### config.mk
export PLATFORM = sky130hd
export DESIGN_NAME = point_distance_statistics_unit
export DESIGN_NICKNAME = d
export VERILOG_FILES = /design/src/rtl/core/pds_pkg.sv /design/src/rtl/core/point_distance_statistics_unit.sv
export SDC_FILE = /design/constraint.sdc
export NUM_CORES = 1
export LEC_CHECK = 0
export BUFFER_PORTS_ARGS = -buffer_cell sky130_fd_sc_hd__clkbuf_2
export CORE_UTILIZATION = 60
export DETAILED_ROUTE_END_ITERATION = 16
export PLACE_DENSITY = 0.91
export SLEW_MARGIN = 20
export SYNTH_ARGS = -nofsm -noshare
export SYNTH_HDL_FRONTEND = slang
export SYNTH_SLANG_ARGS = --single-unit
### constraint.sdc
create_clock -name i_clk -period 10.8 [get_ports i_clk]
set_input_delay 1.08 -clock i_clk [delete_from_list [all_inputs] [get_ports i_clk]]
set_output_delay 1.08 -clock i_clk [all_outputs]
set_load 0.05 [all_outputs]
### src/rtl/core/pds_pkg.sv
// Shared types and constants for the point distance statistics unit.
package pds_pkg;

    localparam int COORD_W = 16;
    localparam int DIST_W  = 16;
    localparam int COUNT_W = 5;
    localparam int SUM_W   = 20;
    localparam int SQ_W    = 32;

    localparam logic [SUM_W-1:0]   SUM_MAX  = '1;
    localparam logic [COUNT_W-1:0] HITS_MAX = '1;
    localparam logic [DIST_W-1:0]  DIST_MAX = 16'd46341;

    localparam logic REG_K_LOW  = 1'b0;
    localparam logic REG_K_HIGH = 1'b1;

    typedef struct packed {
        logic signed [COORD_W-1:0] x_coord;
        logic signed [COORD_W-1:0] y_coord;
    } t_point;

    typedef struct packed {
        logic [DIST_W-1:0]  mean_distance;
        logic [DIST_W-1:0]  max_distance;
        logic [DIST_W-1:0]  min_distance;
        logic [COUNT_W-1:0] in_range_count;
    } t_stats;

endpackage

### src/rtl/core/point_distance_statistics_unit.sv
// Point distance statistics unit: distance of each point and per-set summary.
//
// Usage:
//   Input channel (i_in_valid / o_in_ready / i_in_data) takes one point per
//   transaction, signed Q8.8 x and y. Output channel (o_out_valid /
//   i_out_ready / o_out_data) gives one summary after every NUM_POINTS-th
//   point: truncated mean, maximum, minimum and in-range count of the
//   distances, all unsigned Q8.8 but the count.
//   Each point passes through the states that square x and y in turn on the
//   shared 17x17 multiplier, a restoring square root that shifts two radicand
//   bits in and one root bit out per step, and an accumulate state, then
//   returns to idle; no new point is accepted until then. The last point of a
//   set adds a bit-serial division of the sum by NUM_POINTS and a state that
//   loads the output register.
//   The output register holds a finished summary while the receiver stalls;
//   points of the next set are accepted meanwhile, and a new summary waits
//   until the register is free.
//   Bounds k_low (address 0) and k_high (address 4) are to be written over
//   the APB port only while idle; the block itself does not enforce this.
//   Synchronous reset clears the set and the bounds to 0 and 0xFFFF.
module point_distance_statistics_unit
    import pds_pkg::*;
#(
    parameter int NUM_POINTS = 16
) (
    input  logic        i_clk,
    input  logic        i_rst_n,
    input  logic        i_in_valid,
    output logic        o_in_ready,
    input  t_point      i_in_data,
    output logic        o_out_valid,
    input  logic        i_out_ready,
    output t_stats      o_out_data,
    input  logic        psel,
    input  logic        penable,
    input  logic        pwrite,
    input  logic [2:0]  paddr,
    input  logic [31:0] pwdata,
    output logic [31:0] prdata,
    output logic        pready
);

    localparam int PW = $clog2(NUM_POINTS + 1);
    localparam int RW = $clog2(NUM_POINTS) + 1;
    localparam int ROOT_STEPS = SQ_W / 2;
    localparam int DIV_STEPS  = SUM_W;
    localparam int AW = COORD_W + 1;
    localparam int RMW = DIST_W + 1;

    localparam logic [2:0] S_IDLE = 3'd0;
    localparam logic [2:0] S_SQX  = 3'd1;
    localparam logic [2:0] S_SQY  = 3'd2;
    localparam logic [2:0] S_ROOT = 3'd3;
    localparam logic [2:0] S_ACC  = 3'd4;
    localparam logic [2:0] S_DIV  = 3'd5;
    localparam logic [2:0] S_DONE = 3'd6;

    logic [2:0]         r_state;
    logic [4:0]         r_cnt;
    logic [AW-1:0]      r_ax, r_ay;
    logic [SQ_W-1:0]    r_rad;
    logic [RMW-1:0]     r_rem;
    logic [DIST_W-1:0]  r_root;
    logic [PW-1:0]      r_seen;
    logic [SUM_W-1:0]   r_sum;
    logic [DIST_W-1:0]  r_max, r_min;
    logic [COUNT_W-1:0] r_hits;
    logic [SUM_W-1:0]   r_dq;
    logic [RW-1:0]      r_drem;
    logic [DIST_W-1:0]  r_klow, r_khigh;
    logic               r_out_valid;
    t_stats             r_out;

    logic [AW-1:0]      m_op;
    logic [2*AW-1:0]    m_prod;
    logic [RMW+1:0]     rem_sh;
    logic [RMW+1:0]     trial;
    logic [SUM_W:0]     sum_ext;
    logic [SUM_W-1:0]   n_sum;
    logic [DIST_W-1:0]  n_max, n_min;
    logic [COUNT_W-1:0] n_hits;
    logic [RW:0]        d_sh;
    logic               d_ge;
    logic               last_pt;
    logic               cfg_wr;

    assign m_op   = (r_state == S_SQX) ? r_ax : r_ay;
    assign m_prod = m_op * m_op;

    assign rem_sh = {r_rem, r_rad[SQ_W-1 -: 2]};
    assign trial  = {1'b0, r_root, 2'b01};

    assign sum_ext = {1'b0, r_sum} + (SUM_W+1)'(r_root);
    assign n_sum   = sum_ext[SUM_W] ? SUM_MAX : sum_ext[SUM_W-1:0];
    assign n_max   = (r_root > r_max) ? r_root : r_max;
    assign n_min   = (r_root < r_min) ? r_root : r_min;
    assign n_hits  = (r_root >= r_klow && r_root <= r_khigh && r_hits != HITS_MAX)
                   ? r_hits + 1'b1 : r_hits;
    assign last_pt = (r_seen == PW'(NUM_POINTS - 1));

    assign d_sh = {r_drem, r_dq[SUM_W-1]};
    assign d_ge = (d_sh >= (RW+1)'(NUM_POINTS));

    assign cfg_wr = psel && penable && pwrite && pready;
    assign pready = 1'b1;
    assign prdata = (paddr[2] == REG_K_HIGH) ? {16'b0, r_khigh} : {16'b0, r_klow};

    assign o_in_ready  = (r_state == S_IDLE);
    assign o_out_valid = r_out_valid;
    assign o_out_data  = r_out;

    always_ff @(posedge i_clk) begin
        if (!i_rst_n) begin
            r_klow  <= '0;
            r_khigh <= '1;
        end else if (cfg_wr) begin
            if (paddr[2] == REG_K_HIGH) begin
                r_khigh <= pwdata[DIST_W-1:0];
            end else begin
                r_klow <= pwdata[DIST_W-1:0];
            end
        end
    end

    always_ff @(posedge i_clk) begin
        if (!i_rst_n) begin
            r_state     <= S_IDLE;
            r_cnt       <= '0;
            r_seen      <= '0;
            r_sum       <= '0;
            r_max       <= '0;
            r_min       <= '1;
            r_hits      <= '0;
            r_out_valid <= 1'b0;
        end else begin
            if (r_out_valid && i_out_ready && r_state != S_DONE) begin
                r_out_valid <= 1'b0;
            end
            case (r_state)
                S_IDLE: begin
                    if (i_in_valid) begin
                        r_ax    <= i_in_data.x_coord[COORD_W-1]
                                 ? AW'(-{i_in_data.x_coord[COORD_W-1], i_in_data.x_coord})
                                 : AW'({1'b0, i_in_data.x_coord});
                        r_ay    <= i_in_data.y_coord[COORD_W-1]
                                 ? AW'(-{i_in_data.y_coord[COORD_W-1], i_in_data.y_coord})
                                 : AW'({1'b0, i_in_data.y_coord});
                        r_state <= S_SQX;
                    end
                end
                S_SQX: begin
                    r_rad   <= m_prod[SQ_W-1:0];
                    r_state <= S_SQY;
                end
                S_SQY: begin
                    r_rad   <= r_rad + m_prod[SQ_W-1:0];
                    r_rem   <= '0;
                    r_root  <= '0;
                    r_cnt   <= '0;
                    r_state <= S_ROOT;
                end
                S_ROOT: begin
                    r_rad <= {r_rad[SQ_W-3:0], 2'b00};
                    if (rem_sh >= trial) begin
                        r_rem  <= RMW'(rem_sh - trial);
                        r_root <= {r_root[DIST_W-2:0], 1'b1};
                    end else begin
                        r_rem  <= rem_sh[RMW-1:0];
                        r_root <= {r_root[DIST_W-2:0], 1'b0};
                    end
                    r_cnt <= r_cnt + 1'b1;
                    if (r_cnt == 5'(ROOT_STEPS - 1)) begin
                        r_state <= S_ACC;
                    end
                end
                S_ACC: begin
                    r_sum  <= n_sum;
                    r_max  <= n_max;
                    r_min  <= n_min;
                    r_hits <= n_hits;
                    r_seen <= r_seen + 1'b1;
                    r_dq   <= n_sum;
                    r_drem <= '0;
                    r_cnt  <= '0;
                    r_state <= last_pt ? S_DIV : S_IDLE;
                end
                S_DIV: begin
                    r_dq   <= {r_dq[SUM_W-2:0], d_ge};
                    r_drem <= d_ge ? RW'(d_sh - (RW+1)'(NUM_POINTS)) : d_sh[RW-1:0];
                    r_cnt  <= r_cnt + 1'b1;
                    if (r_cnt == 5'(DIV_STEPS - 1)) begin
                        r_state <= S_DONE;
                    end
                end
                S_DONE: begin
                    if (!r_out_valid || i_out_ready) begin
                        r_out.mean_distance  <= r_dq[DIST_W-1:0];
                        r_out.max_distance   <= r_max;
                        r_out.min_distance   <= r_min;
                        r_out.in_range_count <= r_hits;
                        r_out_valid <= 1'b1;
                        r_seen  <= '0;
                        r_sum   <= '0;
                        r_max   <= '0;
                        r_min   <= '1;
                        r_hits  <= '0;
                        r_state <= S_IDLE;
                    end
                end
                default: begin
                    r_state <= S_IDLE;
                end
            endcase
        end
    end

endmodule

# Word level (Yosys, flattened, before mapping)
# Index checks and enable logic that the tools add are counted.
# W data, S select, Z words.
# op_classes
add_sub_neg,9
multipliers,1
magnitude_cmp,6
eq_ne,18
n_mux,35
bitwise_logic,1
reduce_logical,28
# ops
op,count
$pmux W16 S2,3
$pmux W32 S3,1
$mux W16,5
$pmux W20 S2,2
$mux W20,2
$pmux W5 S2,4
$mux W17,2
$neg A17 Y17,2
$pmux W17 S2,1
$add A32 B32 Y32,1
$mul A17 B17 Y32,1
$mux W15,2
$add A20 B16 Y21,1
$pmux W3 S7,1
$ge A19 B18 Y1,1
$sub A17 B17 Y17,1
$ge A16 B16 Y1,1
$gt A16 B16 Y1,1
$le A16 B16 Y1,1
$lt A16 B16 Y1,1
$add A5 B1 Y5 const B,3
$mux W3,5
$mux W5,3
$reduce_and A3 Y1,5
other kinds (21),48
# word_totals
register_bits,280
input_bits,74
word_cells,121

# Depth between registers and ports, before layout
# Gate-level depths: netlist of the first run.
# depth
word_depth,5
ltp_mapped,38
mapped_depth_nobuf,37

# Worst setup path after synthesis of the first run
# Ideal clock, no wire load.
# synth_timing
kind,register to register
from,reg r_state[1]
to,"reg r_rad[31], data pin"
setup_ps,260
t_arrival_ps,8582
t_required_ps,10540
slack_ps,1958
stages_incl_launch_ff,37
period_less_slack_ps,8842
cell_sequence,dfxtp_1 > nand2b_1 > nor2_2 > mux2i_1 > clkinv_1 > nand2_1 > inv_1 > fa_1 > inv_1 > fa_1 > fa_1 > inv_1 > fa_1 > fa_1 > inv_1 > fa_1 > inv_1 > ha_1 > nand4_1 > nor4_1 > or2_1 > o21a_1 > o21a_1 > o2111ai_1 > nand3b_1 > a211oi_1 > xnor2_1 > ha_1 > a21o_1 > a21oi_1 > o21ai_0 > a211oi_2 > o21ai_0 > a21oi_1 > xnor2_1 > and3_1 > nor3_1
# synth_between
elab_chain_cells,5
elab_cells_between_ends,7
cone_classes,add/sub (1); mul (1); eq/ne (3); mux (2)
# synth_rtl
item,line_no,rtl
"start, declared",point_distance_statistics_unit.sv:58,logic [2:0] r_state;
"start signal, assigned",point_distance_statistics_unit.sv:185,r_state <= last_pt ? S_DIV : S_IDLE;
$eq A3 B1 Y1,"point_distance_statistics_unit.sv:87, point_distance_statistics_unit.sv:139",
$mux W17,point_distance_statistics_unit.sv:87,assign m_op = (r_state == S_SQX) ? r_ax : r_ay;
$mul A17 B17 Y32,point_distance_statistics_unit.sv:88,assign m_prod = m_op * m_op;
$add A32 B32 Y32,point_distance_statistics_unit.sv:156,r_rad <= r_rad + m_prod[SQ_W-1:0];
$pmux W32 S3 *,point_distance_statistics_unit.sv:139,case (r_state)
"end signal, assigned",point_distance_statistics_unit.sv:152,r_rad <= m_prod[SQ_W-1:0];
"end signal, assigned",point_distance_statistics_unit.sv:156,
"end signal, assigned",point_distance_statistics_unit.sv:163,"r_rad <= {r_rad[SQ_W-3:0], 2'b00};"
"end, declared",point_distance_statistics_unit.sv:61,logic [SQ_W-1:0] r_rad;
# Every way passes the cells marked *; elsewhere a longest branch is shown, timed or not.
# A chain may end at the register's enable or synchronous reset.

# Final worst setup path of the first run
# layout_timing
from,reg r_state[1]
to,"reg r_rad[28], data pin"
# Same word-level chain as after synthesis.

==> metrics.md, run 1 <==
| Metric | Value |
|---|---|
| Fill cell count | `2,911` |
| Max Buffers Root-to-Sink | `3` |
| Max-slew violation count | `0` |
| Synthesis-stage register bit count | `280` |
| Period minus WS final | `9994 ps` |
| Io pins | `162` |
| # setup viols final | `0` |
| Final Cell Area | `0.02633 mm²` |
| Critical path type | `reg -> reg` |
| Register-to-Register Path Depth | `38` |
| CTS tree | `yes` |
| Unique masters post-synth | `81` |
| Mapped Area | `0.02420 mm²` |
| Setup tns final | `0 ps` |
| Buffer count from post-CTS setup fixing | `0` |
| Tot GR Track Use | `0.2891` |
| WP data required | `11,210 ps` |
| DR vias/cell | `5.937` |
| Routed vias | `19,350` |
| Slowest stage delay, CP | `560 ps` |
| Fmax | `100.1 MHz` |
| Final nets | `3,213` |
| Crit. End Element | `flip-flop` |
| CTS resizes | `0` |
| First-pass GRT wire length | `96,300 µm` |
| Max Cap Viol | `0` |
| Post-synth EDFFs | `177` |
| Hold depth | `0` |
| Xor/xnor share of the synthesized area | `0.04162` |
| Vias in the first global route | `19,940` |
| I/O Buffers | `126` |
| Adder-Cell Fraction of Synth Area | `0.2803` |
| Clock sinks | `280` |
| Share of cells above drive strength 1 | `0.09144` |
| Final ANT Viol Nets | `0` |
| Largest net degree at the start of global routing | `84` |
| Final wirelength | `59,400 µm` |
| CORE AREA | `0.03973 mm²` |
| Area of the multi-input gates | `0.01496 mm²` |
| Num CTS Buffers | `29` |
| Residual DRC | `0` |
| Worst skew pair latency | `580 ps` |
| Final hold vios | `0` |
| Dpl cells | `3,206` |
| Chip height | `202.8 µm` |
| Number of iterations in the first detailed-routing pass | `6` |
| Commonest non-fill, non-tap cells in the layout | `inv_1, nand2_1, nor2_1` |
| Post-synthesis compound-gate area fraction | `0.1262` |
| CP max FO | `19` |
| Cell repeated most along the worst path | `fa_1` |
| Synth Instances | `2,611` |
| Root Driver | `clkbuf_16` |
| Type of the worst min-delay path | `reg -> reg` |
| Worst path arrival time | `10,400 ps` |
| Die area | `0.04114 mm²` |
| Antenna Cells | `0` |
| CTS H-Tree Depth | `1` |
| Area of placed instances | `0.02531 mm²` |
| GRT Residual Overflow | `0` |
| Slew at the pin closest to its max-slew limit | `1005 ps` |
| Starting Density | `0.6091` |
| RePlAce Congestion | `0.9426` |
| Largest family of logic cells by synthesized area | `adder cells` |
| Area Overhead vs Synth | `8.794%` |
| Row cnt | `73` |
| Commonest non-fill, non-tap cell in the layout | `inv_1` |
| Die X | `202.8 µm` |
| Max-Slew Margin vs Limit | `0.3284` |
| Mux cell area share after synthesis | `0.03149` |
| Synth warn | `0` |
| 1st-iter DRT viols | `1,625` |
| Worst-path clk slew | `60 ps` |
| Crit path launch type | `flip-flop` |
| DPL Wire Length | `44,610 µm` |
| Crit-path slowest cell | `fa_1` |
| Antenna violations before repair | `0` |
| Simple-gate portion of the synthesized area | `0.1340` |
| Seq/Total Area, Yosys | `0.3048` |
| Status | `finished clean` |
| Asr flop ratio synth | `0` |
| Commonest register cell after synthesis | `edfxtp_1` |
| Hold buffers post-CTS | `0` |
| RSZ-0062 raised after global routing | `false` |
| Syn Area/Cell | `9.269 µm²` |
| Tcrit/Tclk final | `0.9254` |
| Fin cells | `3,259` |
| DR WL/cell | `18.23 µm` |
| Final Skew | `26.66 ps` |
| Storage element area | `0.007378 mm²` |
## layer usage
layer | vias to the layer above | wire (µm) | GRT usage
li1 | 8912 | - | -
met1 | 9266 | 21870 | 0.3366
met2 | 928 | 29220 | 0.5094
met3 | 243 | 4653 | 0.03981
met4 | 0 | 3656 | 0.1673
met5 | - | 0 | 0
## layout make-up
| class | count | area share |
|---|---|---|
| Tap cell | 525 | 0.02495 |
| Clock inverter | 13 | 0.005037 |
| Inverter | 393 | 0.05603 |
| Clock buffer | 40 | 0.03308 |
| Multi-Input combinational cell | 1852 | 0.5682 |
| Sequential cell | 280 | 0.2802 |
| Timing Repair Buffer | 156 | 0.03250 |
## cells in the mapped netlist, drive strengths merged (23+ instances only)
master	number	share of area
xnor2	83	0.030
o21ai	106	0.022
o211ai	24	0.0074
nand2	278	0.043
fa	192	0.16
o21a	27	0.0084
nand2b	28	0.0073
ha	235	0.12
a21o	58	0.018
nor3	32	0.0070
dfxtp	103	0.085
nand3	32	0.0066
inv	387	0.060
a21oi	143	0.030
xor2	32	0.012
a31oi	28	0.0079
buf	31	0.0080
nand4	23	0.0059
nor2	256	0.040
edfxtp	177	0.22
clkbuf	71	0.012
mux2i	66	0.027
## path summary, 6_finish.rpt
kind,from,to,slack [ps]
max,r_state[1]$_SDFFE_PN0P_,r_rad[28]$_DFFE_PP_,810
min,r_dq[11]$_DFFE_PP_,o_out_data[48]$_DFFE_PP_,450
max reg2reg,r_state[1]$_SDFFE_PN0P_,r_rad[28]$_DFFE_PP_,810
min reg2reg,r_dq[11]$_DFFE_PP_,o_out_data[48]$_DFFE_PP_,450
## through the flow
step                      hold slack [ps]  setup slack, ps  utilization
final                               449.9            806.0       0.6627
after global routing                457.7            265.0       0.6627
after CTS                           450.1            891.0       0.6624
after detailed placement            439.7            969.1       0.6371
after global placement              437.0             1185       0.6369
after floorplan                     426.2             1958            -
## logic make-up after synthesis
group	count (synthesis)
AO/OA/AOI/OAI	478
other	2
XOR/XNOR	115
flip-flops	280
adder cells (fa/ha/maj)	427
buffers and inverters	496
multiplexers	75
AND/OR/NAND/NOR	738
## worst max-delay path, delay by kind of cell (launching register included)
kind                       cells  cell delay, ps
muxes                          1             240
AOI/OAI and AO/OA             12            2500
and+or+nand+nor                8            1400
adders and majority gates      8            3850
xor gates and xnor gates       1             230
buffers and inverters          8            1160
DFF                            1             400
## state kept, by name, indices dropped and copies added (netlist names), 3 cells and up
signal and flops:
r_dq 20, r_state 3, r_khigh 16, r_klow 16
r_max 16, r_sum 20, r_ax 17, o_out_data 53
r_rad 32, r_cnt 5, r_rem 17, r_min 16
r_drem 5, r_hits 5, r_root 16, r_ay 17
r_seen 5
Power of run 1 is left out: the tool's default activity adds up to more than one toggle a clock period on the data nets, which glitch-free logic cannot reach.
==> inputs of run 2 (changes only) <==
--- a/config.mk
+++ b/config.mk
@@ -6,9 +6,9 @@
 export NUM_CORES = 1
 export LEC_CHECK = 0
 export BUFFER_PORTS_ARGS = -buffer_cell sky130_fd_sc_hd__clkbuf_2
-export CORE_UTILIZATION = 60
+export CORE_UTILIZATION = 50
 export DETAILED_ROUTE_END_ITERATION = 16
-export PLACE_DENSITY = 0.91
+export PLACE_DENSITY = 0.8
 export SLEW_MARGIN = 20
 export SYNTH_ARGS = -nofsm -noshare
 export SYNTH_HDL_FRONTEND = slang
==> run 2 against run 1 <==
  * Register-to-register slack got worse by 190 ps
  * Clock skew increased by 6.4 ps
  * Die area increased by 20%
  * First-iteration DRC count decreased by 13%
==> metrics.md, run 2 (same netlist as run 1, synthesis figures left out) <==
| Metric | Value |
|---|---|
| R2r startpoint | `r_state[1]$_SDFFE_PN0P_` |
| Max Cap Viol | `0` |
| I/O Buffers | `126` |
| Share of cells above drive strength 1 | `0.09144` |
| DR vias/cell | `5.562` |
| Die area | `0.04929 mm²` |
| Hold depth | `0` |
| Worst-path clk slew | `60 ps` |
| 1st-iter DRT viols | `1,419` |
| Setup tns final | `0 ps` |
| First-pass GRT wire length | `91,020 µm` |
| Slew at the pin closest to its max-slew limit | `1122 ps` |
| CTS resizes | `0` |
| Crit-path slowest cell | `fa_1` |
| Buffer count from post-CTS setup fixing | `0` |
| Largest net degree at the start of global routing | `81` |
| Vias in the first global route | `18,900` |
| Setup crit start | `r_state[1]$_SDFFE_PN0P_` |
| Max Buffers Root-to-Sink | `3` |
| Num CTS Buffers | `30` |
| # setup viols final | `0` |
| Tcrit/Tclk final | `0.9425` |
| RePlAce Congestion | `0.9595` |
| Crit path launch type | `flip-flop` |
| WHS Endpoint | `o_out_data[47]$_DFFE_PP_` |
| Final ANT Viol Nets | `0` |
| Die X | `222.0 µm` |
| Row cnt | `80` |
| Worst skew pair latency | `590 ps` |
| CTS H-Tree Depth | `1` |
| Io pins | `162` |
| DR WL/cell | `16.52 µm` |
| DPL Wire Length | `42,440 µm` |
| Worst path arrival time | `10,520 ps` |
| Final wirelength | `55,340 µm` |
| RSZ-0062 raised after global routing | `false` |
| Type of the worst min-delay path | `reg -> reg` |
| Residual DRC | `0` |
| Cell repeated most along the worst path | `fa_1` |
| Final nets | `3,212` |
| Commonest non-fill, non-tap cell in the layout | `inv_1` |
| Period minus WS final | `10,180 ps` |
| GRT Residual Overflow | `0` |
| WP data required | `11,140 ps` |
| Max-slew violation count | `0` |
| R2r endpoint | `r_rad[30]$_DFFE_PP_` |
| Commonest non-fill, non-tap cells in the layout | `inv_1, nand2_1, nor2_1` |
| CP max FO | `14` |
| R2R setup slack | `620 ps` |
| Max-Slew Margin vs Limit | `0.2521` |
| Routed vias | `18,630` |
| Slowest stage delay, CP | `540 ps` |
| Hold buffers post-CTS | `0` |
| CTS tree | `yes` |
| Fmax | `98.24 MHz` |
| Antenna violations before repair | `0` |
| Number of iterations in the first detailed-routing pass | `5` |
| Register-to-Register Path Depth | `38` |
| Clock sinks | `280` |
| Status | `finished clean` |
| Min-delay src | `r_dq[10]$_DFFE_PP_` |
| Area Overhead vs Synth | `8.913%` |
| Max reg flops | `53` |
| Starting Density | `0.5069` |
| Critical path type | `reg -> reg` |
| Crit. End Element | `flip-flop` |
| Final hold vios | `0` |
| Antenna Cells | `0` |
| Tot GR Track Use | `0.2238` |
| Root Driver | `clkbuf_16` |
| Chip height | `222.0 µm` |
| CORE AREA | `0.04775 mm²` |
| Final Skew | `33.05 ps` |
run 2: cell count changes in the layout (fill, tap and decap cells not counted), moves of 2 or more:
cell        previous run  this run
clkinv_4               1         3
clkinv_1               9         7
clkbuf_1               4         6
inv_6                  0         2
buf_4                 30        28
clkinvlp_4             1         3
clkbuf_8               4         1
clkbuf_16             32        30
clkinv_2               2         6
inv_8                  2         0
run 2: area by class of cell:
cell class              instances  area, µm²
clock buffers                  37      787.0
flip-flops and latches        280       7378
inverters                     393       1475
fillers                      4042      21390
clock inverters                18      152.6
multi-input cells            1852      14950
well taps                     615      769.5
repair buffers                154      840.8
run 2: stage by stage:
step                      hold slack [ps]  instances  setup WS (ps)  utilization  instance area, µm²
after floorplan                     426.2       2628           1958            -               24260
after global placement              435.0       3294          924.3       0.5320               25400
after detailed placement            440.5       3294          695.8       0.5321               25410
after CTS                           454.5       3349          703.3       0.5518               26350
after global routing                466.4       3349          18.60       0.5520               26360
final                               452.6       3349          620.7       0.5520               26360
run 2: metal layers:
metal,GRT usage,part of all wire,up-vias
met5,0,0,-
met4,0.07482,0.032,0
met3,0.03220,0.063,125
met2,0.3968,0.48,709
met1,0.2787,0.42,8873
li1,-,-,8921
run 2: worst max-delay path by stage:
stage	end	slack [ps]	cells past startpoint
detailed placement	r_rad[30]$_DFFE_PP_	700	38
global placement	r_rad[31]$_DFFE_PP_	920	38
finish	r_rad[30]$_DFFE_PP_	620	38
CTS	r_rad[30]$_DFFE_PP_	700	38
floorplan	r_rad[31]$_DFFE_PP_	1960	36
global route	r_rad[31]$_DFFE_PP_	20	38
run 2: critical path, delay by kind of cell, from the launching register on:
kind                       cells  cell delay [ps]
AOI/OAI and AO/OA             11             2280
xor gates and xnor gates       2              320
adders and majority gates      8             3760
buffers and inverters          8             1170
DFF                            1              410
muxes                          1              220
and+or+nand+nor                8             1790
Power of run 2 is left out for the same reason.
